--- src/hdl/lfef_pkg.sv ---
// Shared widths, reset values and register codes for the LED fire effect frame generator.
`default_nettype none

package lfef_pkg;

    // Default strip length
    localparam int CELL_COUNT_DEF = 60;

    // Field widths
    localparam int HEAT_W      = 8;
    localparam int PIXEL_W     = 6;
    localparam int COLOUR_W    = 8;
    localparam int ROLL_W      = 8;
    localparam int CELL_SEL_W  = 3;
    localparam int NOISE_W     = 16;

    // Bit-serial divider widths: the noise word over a cooldown bound of up to 320
    localparam int DIVIDEND_W  = 16;
    localparam int DIVISOR_W   = 9;
    localparam int DIV_COUNT_W = $clog2(DIVIDEND_W + 1);

    // Configuration port
    localparam int CFG_INDEX_W = 2;
    localparam int CFG_DATA_W  = 16;

    typedef enum logic [CFG_INDEX_W-1:0] {
        CFG_COOLING_RATE = 2'd0,
        CFG_SPARK_CHANCE = 2'd1,
        CFG_NOISE_SEED   = 2'd2
    } cfg_index_t;

    // Register reset values
    localparam logic [7:0]         COOLING_RATE_RST = 8'd7;
    localparam logic [7:0]         SPARK_CHANCE_RST = 8'd20;
    localparam logic [NOISE_W-1:0] NOISE_RST        = 16'd1;

endpackage : lfef_pkg

`default_nettype wire

--- src/hdl/lfef_ram.sv ---
// Generic single-write, single-read RAM with registered read data.
`default_nettype none

module lfef_ram #(
    parameter int WIDTH  = 8,
    parameter int DEPTH  = 64,
    parameter int ADDR_W = $clog2(DEPTH)
) (
    input  wire logic              clk,
    input  wire logic              we,
    input  wire logic [ADDR_W-1:0] waddr,
    input  wire logic [WIDTH-1:0]  wdata,
    input  wire logic [ADDR_W-1:0] raddr,
    output logic      [WIDTH-1:0]  rdata
);

    logic [WIDTH-1:0] mem [DEPTH];

    // Write port
    always_ff @(posedge clk)
    begin
        if (we)
        begin
            mem[waddr] <= wdata;
        end
    end

    // Registered read port, read before write on a shared address
    always_ff @(posedge clk)
    begin
        rdata <= mem[raddr];
    end

endmodule : lfef_ram

`default_nettype wire

--- src/hdl/lfef_divider.sv ---
// Restoring bit-serial divider: one quotient bit per cycle.
`default_nettype none

module lfef_divider (
    input  wire logic                            clk,
    input  wire logic                            rst_n,
    input  wire logic                            start,
    input  wire logic [lfef_pkg::DIVIDEND_W-1:0] dividend,
    input  wire logic [lfef_pkg::DIVISOR_W-1:0]  divisor,
    output logic                                 done,
    output logic      [lfef_pkg::DIVISOR_W-1:0]  remainder
);

    import lfef_pkg::*;

    logic [DIVIDEND_W-1:0]  quo_reg;
    logic [DIVISOR_W-1:0]   rem_reg;
    logic [DIVISOR_W-1:0]   div_reg;
    logic [DIV_COUNT_W-1:0] cnt_reg;
    logic                   busy_reg;
    logic                   done_reg;

    logic [DIVISOR_W:0]     trial;
    logic                   fits;
    logic [DIVISOR_W-1:0]   rem_next;

    // Shift the next dividend bit into the partial remainder and trial-subtract
    always_comb
    begin
        trial    = {rem_reg, quo_reg[DIVIDEND_W-1]};
        fits     = (trial >= {1'b0, div_reg});
        rem_next = fits ? DIVISOR_W'(trial - {1'b0, div_reg}) : trial[DIVISOR_W-1:0];
    end

    // Iterate one bit per cycle, flag completion for one cycle
    always_ff @(posedge clk or negedge rst_n)
    begin
        if (!rst_n)
        begin
            quo_reg  <= '0;
            rem_reg  <= '0;
            div_reg  <= '0;
            cnt_reg  <= '0;
            busy_reg <= 1'b0;
            done_reg <= 1'b0;
        end
        else
        begin
            done_reg <= 1'b0;
            if (start)
            begin
                quo_reg  <= dividend;
                rem_reg  <= '0;
                div_reg  <= divisor;
                cnt_reg  <= DIV_COUNT_W'(DIVIDEND_W);
                busy_reg <= 1'b1;
            end
            else if (busy_reg)
            begin
                quo_reg <= {quo_reg[DIVIDEND_W-2:0], fits};
                rem_reg <= rem_next;
                cnt_reg <= cnt_reg - 1'b1;
                if (cnt_reg == DIV_COUNT_W'(1))
                begin
                    busy_reg <= 1'b0;
                    done_reg <= 1'b1;
                end
            end
        end
    end

    assign done      = done_reg;
    assign remainder = rem_reg;

endmodule : lfef_divider

`default_nettype wire

--- src/hdl/lfef_heat_store.sv ---
// Heat store: cell heat RAM with per-cell valid bits that give zero heat after reset.
`default_nettype none

module lfef_heat_store #(
    parameter int CELL_COUNT = lfef_pkg::CELL_COUNT_DEF,
    parameter int ADDR_W     = $clog2(CELL_COUNT)
) (
    input  wire logic                        clk,
    input  wire logic                        rst_n,
    input  wire logic                        we,
    input  wire logic [ADDR_W-1:0]           waddr,
    input  wire logic [lfef_pkg::HEAT_W-1:0] wdata,
    input  wire logic [ADDR_W-1:0]           raddr,
    output logic      [lfef_pkg::HEAT_W-1:0] rdata
);

    import lfef_pkg::*;

    logic [CELL_COUNT-1:0] valid_reg;
    logic                  rd_valid_reg;
    logic [HEAT_W-1:0]     ram_rdata;

    lfef_ram #(
        .WIDTH  (HEAT_W),
        .DEPTH  (CELL_COUNT),
        .ADDR_W (ADDR_W)
    ) u_ram (
        .clk   (clk),
        .we    (we),
        .waddr (waddr),
        .wdata (wdata),
        .raddr (raddr),
        .rdata (ram_rdata)
    );

    // Mark written cells; sample the valid bit alongside the RAM read
    always_ff @(posedge clk or negedge rst_n)
    begin
        if (!rst_n)
        begin
            valid_reg    <= '0;
            rd_valid_reg <= 1'b0;
        end
        else
        begin
            rd_valid_reg <= valid_reg[raddr];
            if (we)
            begin
                valid_reg[waddr] <= 1'b1;
            end
        end
    end

    // A cell never written since reset reads as cold
    assign rdata = rd_valid_reg ? ram_rdata : '0;

endmodule : lfef_heat_store

`default_nettype wire

--- src/hdl/led_fire_effect_frame.sv ---
// Top level of the LED fire effect frame generator: frame sequencer and colour output.
//
// One request on the input stream is one frame tick; the block then streams one
// colour per cell, cell 0 first, with tlast on the final cell. Each frame runs as a
// sequence of passes over the heat RAM: the cooldown bound is worked out once by a
// reciprocal multiply, every cell is cooled with a fresh noise word reduced by the
// bound in a 16-step bit-serial divider, the heat drifts upward for cells
// CELL_COUNT-1 down to 2, the spark is applied, and each colour is read and
// presented, the output holding each colour while the receiver stalls. The divider
// in the cooling pass dominates the frame time. The next frame request is taken
// once the last colour has been taken. The heat store reads as all cold after
// reset with no clearing pass. Configuration writes are taken at any time but are
// meant only between frames; writing a zero noise seed loads one.
`default_nettype none

module led_fire_effect_frame #(
    parameter int CELL_COUNT = lfef_pkg::CELL_COUNT_DEF
) (
    input  wire logic                             clk,
    input  wire logic                             rst_n,
    // Configuration write port
    input  wire logic                             cfg_we,
    input  wire logic [lfef_pkg::CFG_INDEX_W-1:0] cfg_index,
    input  wire logic [lfef_pkg::CFG_DATA_W-1:0]  cfg_data,
    // Frame requests
    input  wire logic                             s_axis_tvalid,
    output logic                                  s_axis_tready,
    // [7:0] spark_roll, [10:8] spark_cell, [18:11] spark_heat, [23:19] zero
    input  wire logic [23:0]                      s_axis_tdata,
    // Cell colours
    output logic                                  m_axis_tvalid,
    input  wire logic                             m_axis_tready,
    // [5:0] pixel_index, [13:6] red, [21:14] green, [29:22] blue, [31:30] zero
    output logic      [31:0]                      m_axis_tdata,
    // last_pixel
    output logic                                  m_axis_tlast
);

    import lfef_pkg::*;

    localparam int ADDR_W = $clog2(CELL_COUNT);
    localparam logic [ADDR_W-1:0] LAST_CELL = ADDR_W'(CELL_COUNT - 1);

    // Division by three as a reciprocal multiply, exact for sums up to 765
    localparam int DIV3_MUL   = 683;
    localparam int DIV3_SHIFT = 11;
    localparam int SUM_W      = HEAT_W + 2;
    localparam int PROD_W     = SUM_W + 10;

    // Cooldown bound: cooling*10 / CELL_COUNT + 2, divided by a reciprocal multiply
    localparam int COOL_SCALE   = 10;
    localparam int BOUND_MIN    = 2;
    localparam int SCALED_W     = HEAT_W + 4;
    localparam int BOUND_SHIFT  = 20;
    localparam int BOUND_MUL    = ((1 << BOUND_SHIFT) + CELL_COUNT - 1) / CELL_COUNT;
    localparam int BOUND_PROD_W = 32;

    // Colour bands
    localparam logic [7:0] BAND_HOT  = 8'h80;
    localparam logic [7:0] BAND_WARM = 8'h40;
    localparam logic [7:0] LEVEL_MUL = 8'd191;
    localparam logic [7:0] LEVEL_RND = 8'd127;
    localparam logic [COLOUR_W-1:0] FULL = '1;

    typedef enum logic [3:0] {
        ST_IDLE,
        ST_BOUND,
        ST_COOL_START,
        ST_COOL_DIV,
        ST_DRIFT_A,
        ST_DRIFT_B,
        ST_DRIFT_C,
        ST_SPARK_RD,
        ST_SPARK_WR,
        ST_OUT_RD,
        ST_OUT_LD,
        ST_OUT_HOLD
    } state_t;

    state_t              state_reg;
    logic [ADDR_W-1:0]   idx_reg;
    logic [7:0]          cooling_reg;
    logic [7:0]          chance_reg;
    logic [NOISE_W-1:0]  noise_reg;
    logic [DIVISOR_W-1:0] bound_reg;
    logic [ROLL_W-1:0]   roll_reg;
    logic [CELL_SEL_W-1:0] cell_reg;
    logic [HEAT_W-1:0]   add_reg;
    logic [HEAT_W-1:0]   upper_reg;
    logic                out_valid_reg;
    logic                out_last_reg;
    logic [PIXEL_W-1:0]  out_idx_reg;
    logic [COLOUR_W-1:0] out_r_reg;
    logic [COLOUR_W-1:0] out_g_reg;
    logic [COLOUR_W-1:0] out_b_reg;

    logic [NOISE_W-1:0]   noise_next;
    logic                 noise_fb;
    logic                 div_start;
    logic [DIVIDEND_W-1:0] div_dividend;
    logic [DIVISOR_W-1:0] div_divisor;
    logic                 div_done;
    logic [DIVISOR_W-1:0] div_remainder;

    logic [SCALED_W-1:0]     cool_scaled;
    logic [BOUND_PROD_W-1:0] bound_prod;

    logic                 hs_we;
    logic [ADDR_W-1:0]    hs_waddr;
    logic [HEAT_W-1:0]    hs_wdata;
    logic [ADDR_W-1:0]    hs_raddr;
    logic [HEAT_W-1:0]    heat_rd;

    logic [HEAT_W-1:0]    cooled;
    logic [SUM_W-1:0]     drift_sum;
    logic [PROD_W-1:0]    drift_prod;
    logic [15:0]          level_x;
    logic [15:0]          level_q;
    logic [7:0]           level;
    logic [COLOUR_W-1:0]  ramp;
    logic [COLOUR_W-1:0]  col_r;
    logic [COLOUR_W-1:0]  col_g;
    logic [COLOUR_W-1:0]  col_b;

    lfef_heat_store #(
        .CELL_COUNT (CELL_COUNT),
        .ADDR_W     (ADDR_W)
    ) u_heat_store (
        .clk   (clk),
        .rst_n (rst_n),
        .we    (hs_we),
        .waddr (hs_waddr),
        .wdata (hs_wdata),
        .raddr (hs_raddr),
        .rdata (heat_rd)
    );

    lfef_divider u_divider (
        .clk       (clk),
        .rst_n     (rst_n),
        .start     (div_start),
        .dividend  (div_dividend),
        .divisor   (div_divisor),
        .done      (div_done),
        .remainder (div_remainder)
    );

    // Noise generator: Fibonacci LFSR, taps 16,14,13,11, shifting right
    always_comb
    begin
        noise_fb   = noise_reg[0] ^ noise_reg[2] ^ noise_reg[3] ^ noise_reg[5];
        noise_next = {noise_fb, noise_reg[NOISE_W-1:1]};
    end

    // Cooldown bound numerator and its reciprocal product
    always_comb
    begin
        cool_scaled = SCALED_W'(cooling_reg) * SCALED_W'(COOL_SCALE);
        bound_prod  = BOUND_PROD_W'(cool_scaled) * BOUND_PROD_W'(BOUND_MUL);
    end

    // Cooling with a floor at zero
    always_comb
    begin
        if ({1'b0, heat_rd} < div_remainder)
        begin
            cooled = '0;
        end
        else
        begin
            cooled = HEAT_W'({1'b0, heat_rd} - div_remainder);
        end
    end

    // Drift: (upper neighbour + 2 * lower neighbour) / 3
    always_comb
    begin
        drift_sum  = SUM_W'(upper_reg) + SUM_W'({heat_rd, 1'b0});
        drift_prod = PROD_W'(drift_sum) * PROD_W'(DIV3_MUL);
    end

    // Heat to level: (h*191 + 127) / 255, with x/255 = (x + (x >> 8) + 1) >> 8
    always_comb
    begin
        level_x = 16'(heat_rd) * 16'(LEVEL_MUL) + 16'(LEVEL_RND);
        level_q = level_x + 16'(level_x[15:8]) + 16'd1;
        level   = level_q[15:8];
        ramp    = {level[5:0], 2'b00};
        if (level > BAND_HOT)
        begin
            col_r = FULL;
            col_g = FULL;
            col_b = ramp;
        end
        else if (level > BAND_WARM)
        begin
            col_r = FULL;
            col_g = ramp;
            col_b = '0;
        end
        else
        begin
            col_r = ramp;
            col_g = '0;
            col_b = '0;
        end
    end

    // Heat store and divider requests per state
    always_comb
    begin
        hs_we        = 1'b0;
        hs_waddr     = idx_reg;
        hs_wdata     = cooled;
        hs_raddr     = idx_reg;
        div_start    = 1'b0;
        div_dividend = noise_next;
        div_divisor  = bound_reg;
        case (state_reg)
            ST_COOL_START:
            begin
                div_start = 1'b1;
            end
            ST_COOL_DIV:
            begin
                hs_we = div_done;
            end
            ST_DRIFT_A:
            begin
                hs_raddr = idx_reg - 1'b1;
            end
            ST_DRIFT_B:
            begin
                hs_raddr = idx_reg - ADDR_W'(2);
            end
            ST_DRIFT_C:
            begin
                hs_raddr = idx_reg - ADDR_W'(2);
                hs_we    = 1'b1;
                hs_wdata = drift_prod[DIV3_SHIFT +: HEAT_W];
            end
            ST_SPARK_RD:
            begin
                hs_raddr = ADDR_W'(cell_reg);
            end
            ST_SPARK_WR:
            begin
                hs_raddr = ADDR_W'(cell_reg);
                hs_waddr = ADDR_W'(cell_reg);
                hs_we    = (roll_reg < chance_reg);
                hs_wdata = heat_rd + add_reg;
            end
            default:
            begin
                hs_raddr = idx_reg;
            end
        endcase
    end

    // Frame sequencer, configuration registers and output register
    always_ff @(posedge clk or negedge rst_n)
    begin
        if (!rst_n)
        begin
            state_reg     <= ST_IDLE;
            idx_reg       <= '0;
            cooling_reg   <= COOLING_RATE_RST;
            chance_reg    <= SPARK_CHANCE_RST;
            noise_reg     <= NOISE_RST;
            bound_reg     <= '0;
            roll_reg      <= '0;
            cell_reg      <= '0;
            add_reg       <= '0;
            upper_reg     <= '0;
            out_valid_reg <= 1'b0;
            out_last_reg  <= 1'b0;
            out_idx_reg   <= '0;
            out_r_reg     <= '0;
            out_g_reg     <= '0;
            out_b_reg     <= '0;
        end
        else
        begin
            // Configuration writes; a zero seed loads one
            if (cfg_we)
            begin
                case (cfg_index)
                    CFG_COOLING_RATE: cooling_reg <= cfg_data[7:0];
                    CFG_SPARK_CHANCE: chance_reg  <= cfg_data[7:0];
                    CFG_NOISE_SEED:
                    begin
                        noise_reg <= (cfg_data == '0) ? NOISE_RST : cfg_data;
                    end
                    default:
                    begin
                        cooling_reg <= cooling_reg;
                    end
                endcase
            end
            else if (state_reg == ST_COOL_START)
            begin
                noise_reg <= noise_next;
            end

            case (state_reg)
                ST_IDLE:
                begin
                    if (s_axis_tvalid)
                    begin
                        roll_reg  <= s_axis_tdata[7:0];
                        cell_reg  <= s_axis_tdata[10:8];
                        add_reg   <= s_axis_tdata[18:11];
                        state_reg <= ST_BOUND;
                    end
                end
                ST_BOUND:
                begin
                    bound_reg <= bound_prod[BOUND_SHIFT +: DIVISOR_W] + DIVISOR_W'(BOUND_MIN);
                    idx_reg   <= '0;
                    state_reg <= ST_COOL_START;
                end
                ST_COOL_START:
                begin
                    state_reg <= ST_COOL_DIV;
                end
                ST_COOL_DIV:
                begin
                    if (div_done)
                    begin
                        if (idx_reg == LAST_CELL)
                        begin
                            state_reg <= ST_DRIFT_A;
                        end
                        else
                        begin
                            idx_reg   <= idx_reg + 1'b1;
                            state_reg <= ST_COOL_START;
                        end
                    end
                end
                ST_DRIFT_A:
                begin
                    state_reg <= ST_DRIFT_B;
                end
                ST_DRIFT_B:
                begin
                    upper_reg <= heat_rd;
                    state_reg <= ST_DRIFT_C;
                end
                ST_DRIFT_C:
                begin
                    if (idx_reg == ADDR_W'(2))
                    begin
                        state_reg <= ST_SPARK_RD;
                    end
                    else
                    begin
                        idx_reg   <= idx_reg - 1'b1;
                        state_reg <= ST_DRIFT_A;
                    end
                end
                ST_SPARK_RD:
                begin
                    state_reg <= ST_SPARK_WR;
                end
                ST_SPARK_WR:
                begin
                    idx_reg   <= '0;
                    state_reg <= ST_OUT_RD;
                end
                ST_OUT_RD:
                begin
                    state_reg <= ST_OUT_LD;
                end
                ST_OUT_LD:
                begin
                    out_valid_reg <= 1'b1;
                    out_last_reg  <= (idx_reg == LAST_CELL);
                    out_idx_reg   <= PIXEL_W'(idx_reg);
                    out_r_reg     <= col_r;
                    out_g_reg     <= col_g;
                    out_b_reg     <= col_b;
                    state_reg     <= ST_OUT_HOLD;
                end
                ST_OUT_HOLD:
                begin
                    if (m_axis_tready)
                    begin
                        out_valid_reg <= 1'b0;
                        if (idx_reg == LAST_CELL)
                        begin
                            state_reg <= ST_IDLE;
                        end
                        else
                        begin
                            idx_reg   <= idx_reg + 1'b1;
                            state_reg <= ST_OUT_RD;
                        end
                    end
                end
                default:
                begin
                    state_reg <= ST_IDLE;
                end
            endcase
        end
    end

    assign s_axis_tready = (state_reg == ST_IDLE);
    assign m_axis_tvalid = out_valid_reg;
    assign m_axis_tlast  = out_last_reg;
    assign m_axis_tdata  = {2'b00, out_b_reg, out_g_reg, out_r_reg, out_idx_reg};

endmodule : led_fire_effect_frame

`default_nettype wire

--- config.mk ---
export PLATFORM = sky130hd
export DESIGN_NAME = led_fire_effect_frame
export DESIGN_NICKNAME = d
export VERILOG_FILES = /design/src/hdl/lfef_pkg.sv /design/src/hdl/lfef_ram.sv /design/src/hdl/lfef_divider.sv /design/src/hdl/lfef_heat_store.sv /design/src/hdl/led_fire_effect_frame.sv
export SDC_FILE = /design/constraint.sdc
export NUM_CORES = 1
export LEC_CHECK = 0
export BUFFER_PORTS_ARGS = -buffer_cell sky130_fd_sc_hd__buf_2
export CAP_MARGIN = 20
export CORE_ASPECT_RATIO = 1.2
export CORE_MARGIN = 5
export CORE_UTILIZATION = 50
export CTS_CLUSTER_DIAMETER = 100
export CTS_CLUSTER_SIZE = 24
export DETAILED_ROUTE_END_ITERATION = 6
export PLACE_DENSITY = 0.65
export SLEW_MARGIN = 20
export SYNTH_ARGS = -nofsm -noshare
export SYNTH_HDL_FRONTEND = slang
export SYNTH_SLANG_ARGS = --single-unit
--- constraint.sdc ---
create_clock -name clk -period 24.7 [get_ports clk]
set_input_delay 2.47 -clock clk [delete_from_list [all_inputs] [get_ports clk]]
set_output_delay 2.47 -clock clk [all_outputs]
set_load 0.005 [all_outputs]
Word-level counts from Yosys, hierarchy flattened. Memories as Yosys holds them, arrays and structs flattened. A register that Yosys moved wholly into a read port is not among the register bits. Cells that the tools add are included.

Bits in writable memories: 480. Register bits: 212. Memories: 1. Input bits: 47. Output and inout port bits: 35.

Reduce and logical (&&, ||, !) cells: 18. $mul: 4. Order comparisons: 8. Multiplexer cells: 49. Add/subtract/negate cells: 12. Eq/ne operators: 21. Bitwise operators: 4.

Memory list: u_heat_store.u_ram.mem (depth 60, bits a word 8, rd ports 1, clocked after memory_dff 1, wr ports 1, RTL line lfef_ram.sv:17) `logic [WIDTH-1:0] mem [DEPTH];`.

Operator list (number): two-way mux 16 bit (6); OR 60 bit (1); two-way mux 8 bit (7); one-hot mux 4 bit (12 select lines) (1); two-way mux 6 bit (5); two-way mux 9 bit (3); multiplier 11 x 15 -> 26 bit (second input constant) (1); one-hot mux 6 bit (4 select lines) (1); multiplier 10 x 10 -> 19 bit (second input constant) (1); one-hot mux 6 bit (3 select lines) (1); adder 16 x 1 -> 16 bit (second input constant) (1); adder 16 x 7 -> 16 bit (second input constant) (1); adder 16 x 8 -> 16 bit (1); equality test 4 x 3 -> 1 bit (second input constant) (4); equality test 4 bit (second input constant) (4); logical NOT 16 bit (1); multiplier 8 x 8 -> 16 bit (second input constant) (1); two-way mux 4 bit (4); one-hot mux 8 bit (2 select lines) (1); < comparator 6 x 7 -> 1 bit (second input constant) (2); two-way mux 1 bit (12); multiplier 8 x 3 -> 11 bit (second input constant) (1); adder 8 x 9 -> 10 bit (1); >= comparator 10 x 9 -> 1 bit (1); other kinds (39) (54).

Longest topological paths before layout. Gate-level depths: netlist of run 1.

Word-level depth: 8. Depth in mapped cells: 31. Mapped depth without buffers: 29.

Modules after synthesis. Synthesis of run 1 repeated with hierarchy kept, for this count alone.

Cell total of the unflattened synthesis: 2635. Area, all modules: 36153.4 µm².

Modules (own cells, without submodules): lfef_ram (instances 1, cells each 925, area each 19239.7 µm², sequential area each 14574.0 µm²); led_fire_effect_frame (instances 1, cells each 1259, area each 11680.0 µm², sequential area each 2635.0 µm²); lfef_heat_store (instances 1, cells each 210, area each 2836.5 µm², sequential area each 1526.5 µm²); lfef_divider (instances 1, cells each 241, area each 2397.3 µm², sequential area each 1026.0 µm²).

Least setup slack after synthesis of run 1. Ideal clock, no wire load.

Path kind: flip-flop to flip-flop. Start point: register u_heat_store.rd_valid_reg. End point: memory u_heat_store.u_ram.mem[0][6], data pin. Path buffers: 2. Arrival time: 8692 ps. Slack: 15337 ps. Clock period less this slack: 9363 ps. Required time: 24029 ps. Stages on the path, launching flop included: 27. Cell sequence: dfrtp_1 clkbuf_1 clkbuf_1 nand2_1 inv_1 ha_1 a221oi_1 nor2_1 maj3_1 a21oi_1 nor2b_1 o21ai_0 nand2_1 xnor2_1 ha_1 ha_1 fa_1 fa_1 fa_1 ha_1 o21a_1 a21o_1 a41oi_1 a21oi_1 a21oi_1 xor2_1 o21ai_0.

Cells in the longest elaborated chain, start to end: 4. Elaborated cells on any way between the ends: 8.

Ends and longest elaborated chain: from (decl) (RTL line lfef_heat_store.sv:20) `logic rd_valid_reg;`; from (signal assigned) (RTL line lfef_heat_store.sv:46) `rd_valid_reg <= valid_reg[raddr];`; two-way mux 8 bit (*) (RTL line lfef_heat_store.sv:55) `assign rdata = rd_valid_reg ? ram_rdata : '0;`; named net heat_rd[1] (RTL line led_fire_effect_frame.sv:112) `logic [HEAT_W-1:0] heat_rd;`; adder 8 x 9 -> 10 bit, or another cell as far along (RTL line led_fire_effect_frame.sv:178) `drift_sum = SUM_W'(upper_reg) + SUM_W'({heat_rd, 1'b0});`; multiplier 10 x 10 -> 19 bit / two-way mux 8 bit (equally long branches) (RTL line led_fire_effect_frame.sv:179, led_fire_effect_frame.sv:165); one-hot mux 8 bit (2 select lines) (*) (RTL line led_fire_effect_frame.sv:219) `case (state_reg)`; named net hs_wdata[6] (RTL line led_fire_effect_frame.sv:110) `logic [HEAT_W-1:0] hs_wdata;`; to (decl) (RTL line lfef_ram.sv:17).

The timed path passes the listed nets; every way through them passes the cells marked *.

Final worst setup path of run 1.
Start point: register u_heat_store.rd_valid_reg. End point: memory u_heat_store.u_ram.mem[29][4], data pin.

The elaborated chain is that of the path after synthesis.

==> results of run 1 <==
per-stage QoR:
step / hold slack [ps] / area (sq um)
floorplan: 431 / 36100
global placement: 444 / 37200
detailed placement: 446 / 37200
CTS: 469 / 38300
global route: 481 / 38300
finish: 464 / 38300
layout by cell type (no fill, tap or decap), types with 21 or more instances in the layout:
| cell type | count |
|---|---|
| o211ai_1 | 22 |
| buf_4 | 34 |
| o21bai_1 | 40 |
| xnor2_1 | 54 |
| clkbuf_1 | 21 |
| mux2i_1 | 172 |
| fa_1 | 64 |
| edfxtp_1 | 480 |
| xor2_1 | 26 |
| nor2b_1 | 140 |
| ha_1 | 206 |
| nor2_1 | 153 |
| a21o_1 | 28 |
| a21oi_1 | 212 |
| inv_1 | 170 |
| a211oi_1 | 261 |
| buf_2 | 71 |
| or2_2 | 30 |
| nand2_1 | 143 |
| o21ai_0 | 85 |
| mux2_2 | 42 |
| clkbuf_16 | 37 |
| dfrtp_1 | 200 |
cell type report:
cell class,count,area [sq um],area share
clock buffer,59,1020,0.0266
clock inverter,6,73.8,0.00193
inverter,173,649,0.0169
multi-input combinational,1927,15000,0.392
sequential,694,19700,0.515
tap,926,1160,0.0302
timing repair buffer,108,657,0.0171
cells by family (layout without fill, tap and decap cells):
family	Yosys count	after routing
AND/OR/NAND/NOR	587	587
other	1	4
flip-flops	694	694
AO/OA/AOI/OAI	762	762
buffers and inverters	337	346
adder cells (fa/ha/maj)	277	277
multiplexers	215	215
XOR/XNOR	82	82
Yosys cell counts (20+ instances only):
cell type  instances  area share
xnor2_1           54       0.013
nor2b_1          140       0.024
inv_1            170       0.018
mux2i_1          172       0.048
nand3_1           20      0.0028
a21oi_1          213       0.030
nand2_1          143       0.015
edfxtp_1         480        0.40
o211ai_1          22      0.0046
ha_1             206       0.071
or2_2             30      0.0052
nor2_1           154       0.016
a211oi_1         261       0.054
nor3_1            20      0.0028
o21bai_1          40      0.0083
clkbuf_1         104       0.011
mux2_2            42       0.013
buf_2             32      0.0044
o21ai_0           87       0.012
xor2_1            26      0.0063
fa_1              64       0.036
dfrtp_1          200        0.14
a21o_1            29      0.0060
worst reg2reg max path: stages, from the launching register on:
cell and delay (ps):
dfrtp_1 660, nand2_1 360, inv_1 320, ha_1 290, a221oi_1 270, nor2_1 110, maj3_1 330, a21oi_1 230
nor2b_1 70, o21ai_0 170, nand2_1 90, xnor2_1 540, ha_1 350, ha_1 340, fa_1 580, fa_1 450
fa_1 470, ha_1 220, a211oi_1 170, o21ai_0 130, a21o_1 240, a41oi_1 340, nand2b_1 140, a21oi_1 200
xor2_1 120, o221ai_4 220, buf_4 640
worst max path at each step:
stage | start | end
final | u_heat_store.rd_valid_reg | u_heat_store.u_ram.mem[29][4]
after floorplan | u_heat_store.rd_valid_reg | u_heat_store.u_ram.mem[0][6]
after CTS | u_heat_store.rd_valid_reg | u_heat_store.u_ram.mem[18][7]
after detailed placement | u_heat_store.rd_valid_reg | u_heat_store.u_ram.mem[31][4]
after global routing | u_heat_store.rd_valid_reg | u_heat_store.u_ram.mem[31][7]
after global placement | u_heat_store.rd_valid_reg | u_heat_store.u_ram.mem[29][7]
per-layer routing:
layer	up-vias	part of all wire	GRT usage
met1	11400	0.42	0.265
met2	420	0.51	0.363
met5	-	0	0
met4	0	0.038	0.0706
li1	10800	-	-
met3	128	0.032	0.0202
==> flow_summary.toml, run 1 <==
[status]
outcome = "finished clean"

[cts]
worstSkewPairLatency_ps = 590
cts.sink_count = 694
clk_transition_reported_paths_ps = 100
cts_tree = "built"
cts_resized = 0
holdBufCountCts = 0
ctsHtreeMaxLevel = 2
post_cts.repair.setup_buffers = 0
ctsRootBufferMaster = "clkbuf_16"
cts_made_buffers = 36
ctsLongestPathBuffers = 3

[placement]
dp_cells = 3828
gpl.final_weighted_congestion = 0.892
port_buffers = 72
dpl_worst_slack_ps = 16350
dp_hpwl_um = 53900

[min_path]
timing.hold.worst_endpoint = "u_heat_store.valid_reg[17]"
hold-path-cell-count = 1
timing.hold.worst.start = "u_heat_store.valid_reg[17]"
hold_path_class = "flip-flop to flip-flop"

[die]
die_area_sq_um = 77600
start_util = 0.506
io_pins = 82
fp.dieW_um = 255
floorplan.rows = 107
core-area_sq_um = 71200
die_h_um = 304

[global_route]
overflow = 0
global_route.usage.total = 0.206
grt_pass1_wl_um = 128000
initial_antenna_violation_count = 0
maximum_number_of_pins_on_one_net_before_global_route_repair = 193
first_global_vias = 23200

[synthesis]
main_combinational_cell_family_by_area_after_synthesis = "compound AO/OA/AOI/OAI gates"
synth-compound-area-share = 0.141
synth.ff_latch_count = 694
yosys.area_share.simple = 0.0815
async_set_or_reset_register_ratio_after_synthesis = 0.297
proportion_of_synthesized_chip_area_in_sequential_cells = 0.547
average_cell_area_after_synthesis_sq_um = 12.2
synth-edff-count = 480
post_synth_fa_ha_maj_area_fraction = 0.109
synth-xor-area-share = 0.0207
mappedNetlistArea_sq_um = 36100
synth_mux_area_frac = 0.0613
ys_warn_count = 0
synth_cells = 2955
synth_flop_cell = "edfxtp_1"
synth_cell_types = 91

[timing]
hold_violations = 0
final-setup-viol-count = 0
rsz0062_at_grt = "no"
finalCriticalPeriod_ps = 8410
slew_violations = 0
worst_slew_pin_slew_ps = 1200
fin_setup_tns_ps = 0
slew_headroom = 0.197
final.setup.worst_slack_ps = 16290
fin_crit_sh = 0.340
worst_clock_skew_ps = 18.8
max_freq_ghz = 0.119

[layout]
num_antenna_cells = 0
synthesis_to_finish_area_growth_pct = 6.33
fillCellCount = 6033
largest_register_ffs = 480
drive_above_1_share = 0.0907
utilization = 0.538
final-instance-count-excl-fill = 3893
design.final.nets = 3257

[setup_path]
regToRegEndpoint = "u_heat_store.u_ram.mem[29][4]"
crit_family = "adder cells"
critPathKind = "flip-flop to flip-flop"
ff2ff_setup_slack_ps = 16290
worstPathArrival_ps = 8690
critPathSlowestCell = "dfrtp_1"
timing.critical_path.fanout_max = 60
worst_case_reg_to_reg_path_depth = 26
path_buf_inv = 2
cp_common_cell = "ha_1"
end_kind = "flip-flop"
timing.critical_path.depth = 26
slowest_delay_ps = 660
critical_path.startpoint_type = "flip-flop"
critPathRequiredTime_ps = 24980
rr_startpoint = "u_heat_store.rd_valid_reg"

[routing]
num_vias = 22700
drt_iter0_drc = 1505
first_pass_iters = 5
remaining_drc_errors = 0
route.detailed.vias_per_inst = 5.84
detail_route.wirelength_um = 80900
ant_nets = 0
routedWlPerCell_um = 20.8

[flow_run]
maxCapViolCount = 0
Power of run 1 is not shown: default switching activity piles up to over one toggle a cycle in this logic, so the estimate is an artifact.
==> inputs of run 2 (changes only) <==
Settings changed: PLACE_DENSITY 0.65 to 0.68.
Clock period 24.7 ns to 6.85 ns, I/O delays scaled along.
==> run 2 against run 1 <==
  * Setup slack got worse by 16000 ps
  * Die area unchanged
  * Global-route usage about the same
  * Worst hold slack got worse by 370 ps
  * Count of clock-buffer cells in the layout decreased by 1
  * Non-clock buffer count increased by 88
  * Flip-flop and latch count unchanged
  * Utilization increased by 2.1 points
  * Highest routed layer is now met5
  * First-iteration DRC count increased by 7.4%
  * Sequential share of layout area decreased by 1.9 points
  * Cell count increased by 2.3%
==> flow_summary.toml, run 2 (synthesis results as in run 1) <==
[status]
outcome = "finished clean"

[placement]
port_buffers = 72
dp_hpwl_um = 55100
dpl_cell_area_sq_um = 38000
gpl.final_weighted_congestion = 0.886

[die]
start_util = 0.506
die_area_sq_um = 77600
fp.dieW_um = 255
io_pins = 82
floorplan.rows = 107
die_h_um = 304
core-area_sq_um = 71200

[timing]
finalCriticalPeriod_ps = 6690
fin_crit_sh = 0.977
final-setup-viol-count = 0
slew_headroom = 0.261
worst_slew_pin_slew_ps = 1100
slew_violations = 0
fin_setup_tns_ps = 0
hold_violations = 0
worst_clock_skew_ps = 34.9
max_freq_ghz = 0.149

[setup_path]
slowest_delay_ps = 610
timing.critical_path.fanout_max = 7
startpoint = "u_heat_store.rd_valid_reg"
critPathKind = "flip-flop to flip-flop"
critPathRequiredTime_ps = 7340
rr_startpoint = "u_heat_store.rd_valid_reg"
end_kind = "flip-flop"
critical_path.startpoint_type = "flip-flop"
critPathSlowestCell = "or4_4"
worstPathArrival_ps = 7190

[cts]
holdBufCountCts = 0
ctsRootBufferMaster = "clkbuf_16"
worstSkewPairLatency_ps = 590
clk_transition_reported_paths_ps = 100
ctsLongestPathBuffers = 3
ctsHtreeMaxLevel = 2
cts.sink_count = 694
cts_tree = "built"
cts_made_buffers = 36

[layout]
top_library_cells_by_usage_in_the_layout_fill_and_taps_aside = "480 x edfxtp_1, 256 x a211oi_1, 200 x a21oi_1, 200 x dfrtp_1, 192 x ha_1"
utilization = 0.559
fillCellCount = 5839
design.final.nets = 3345
num_antenna_cells = 0
mostFrequentLayoutCell = "edfxtp_1"
post-route-cell-area_sq_um = 39800
drive_above_1_share = 0.142
synthesis_to_finish_area_growth_pct = 10.5
largest_register_ffs = 480

[routing]
drt_iter0_drc = 1617
first_pass_iters = 5
detail_route.wirelength_um = 82400
ant_nets = 0
num_vias = 23100
remaining_drc_errors = 0
route.detailed.vias_per_inst = 5.80
routedWlPerCell_um = 20.7

[global_route]
global_route.usage.total = 0.206
grt_pass1_wl_um = 129000
first_global_vias = 23600
maximum_number_of_pins_on_one_net_before_global_route_repair = 176
initial_antenna_violation_count = 3
overflow = 0

[min_path]
hold_path_class = "input pin to async pin"

[flow_run]
maxCapViolCount = 0
run 2: cell types whose count changed in the layout (fill, tap and decap cells not counted), sizes merged:
cell      change
buf          +85
bufinv        +1
clkbuf        +2
clkinv        +1
clkinvlp      +3
inv           -4
run 2: cell type report:
class	instances	area, sq um	share of cell area
flip-flops and latches	694	19700	0.495
multi-input cells	1927	15600	0.391
repair buffers	196	1610	0.0404
well taps	926	1160	0.0291
clock buffers	58	983	0.0247
inverters	173	657	0.0165
clock inverters	7	111	0.00279
run 2: through the flow:
| step | hold slack [ps] | worst slack, ps | instances |
|---|---|---|---|
| after floorplan | 389 | 3.05 | 2958 |
| after CTS | 102 | 0.723 | 3953 |
| final | 97.8 | 158 | 3981 |
| after detailed placement | 446 | -112 | 3887 |
| after global placement | 444 | 39.8 | 3886 |
| after global routing | 134 | -69.2 | 3981 |
run 2: routing by layer:
layer,GRT usage,up-vias,wire length [um]
met1,0.270,11500,34600
met3,0.0213,132,3010
met4,0.0625,2,2550
met2,0.361,493,42200
li1,-,11000,-
met5,0,-,13
run 2: what timing repair did:
action                                  in CTS  in global routing
endpoints found under the setup margin     174                467
pin swaps                                    5                 60
gates cloned                                 0                  5
resized for setup                            5                 89
buffers inserted                             1                 24
run 2: final timing paths:
path	cells after the start	slack (ps)	to
worst min-delay path	1	100	out_idx_reg[3]
max in group asynchronous	2	5340	upper_reg[3]
worst max register to register	29	160	out_g_reg[4]
min in group clk	2	320	add_reg[0]
worst min register to register	1	470	u_heat_store.valid_reg[17]
worst max-delay path	29	160	out_g_reg[4]
run 2: worst max-delay path, delay by kind of cell (launching register included):
kind / cells / cell delay [ps]
AO/OA/AOI/OAI: 9 / 1440
XOR/XNOR: 1 / 230
adder cells (fa/ha/maj): 7 / 2490
buffers and inverters: 6 / 630
flip-flops: 1 / 400
AND/OR/NAND/NOR: 6 / 1410
Power of run 2 is left out for the same reason.
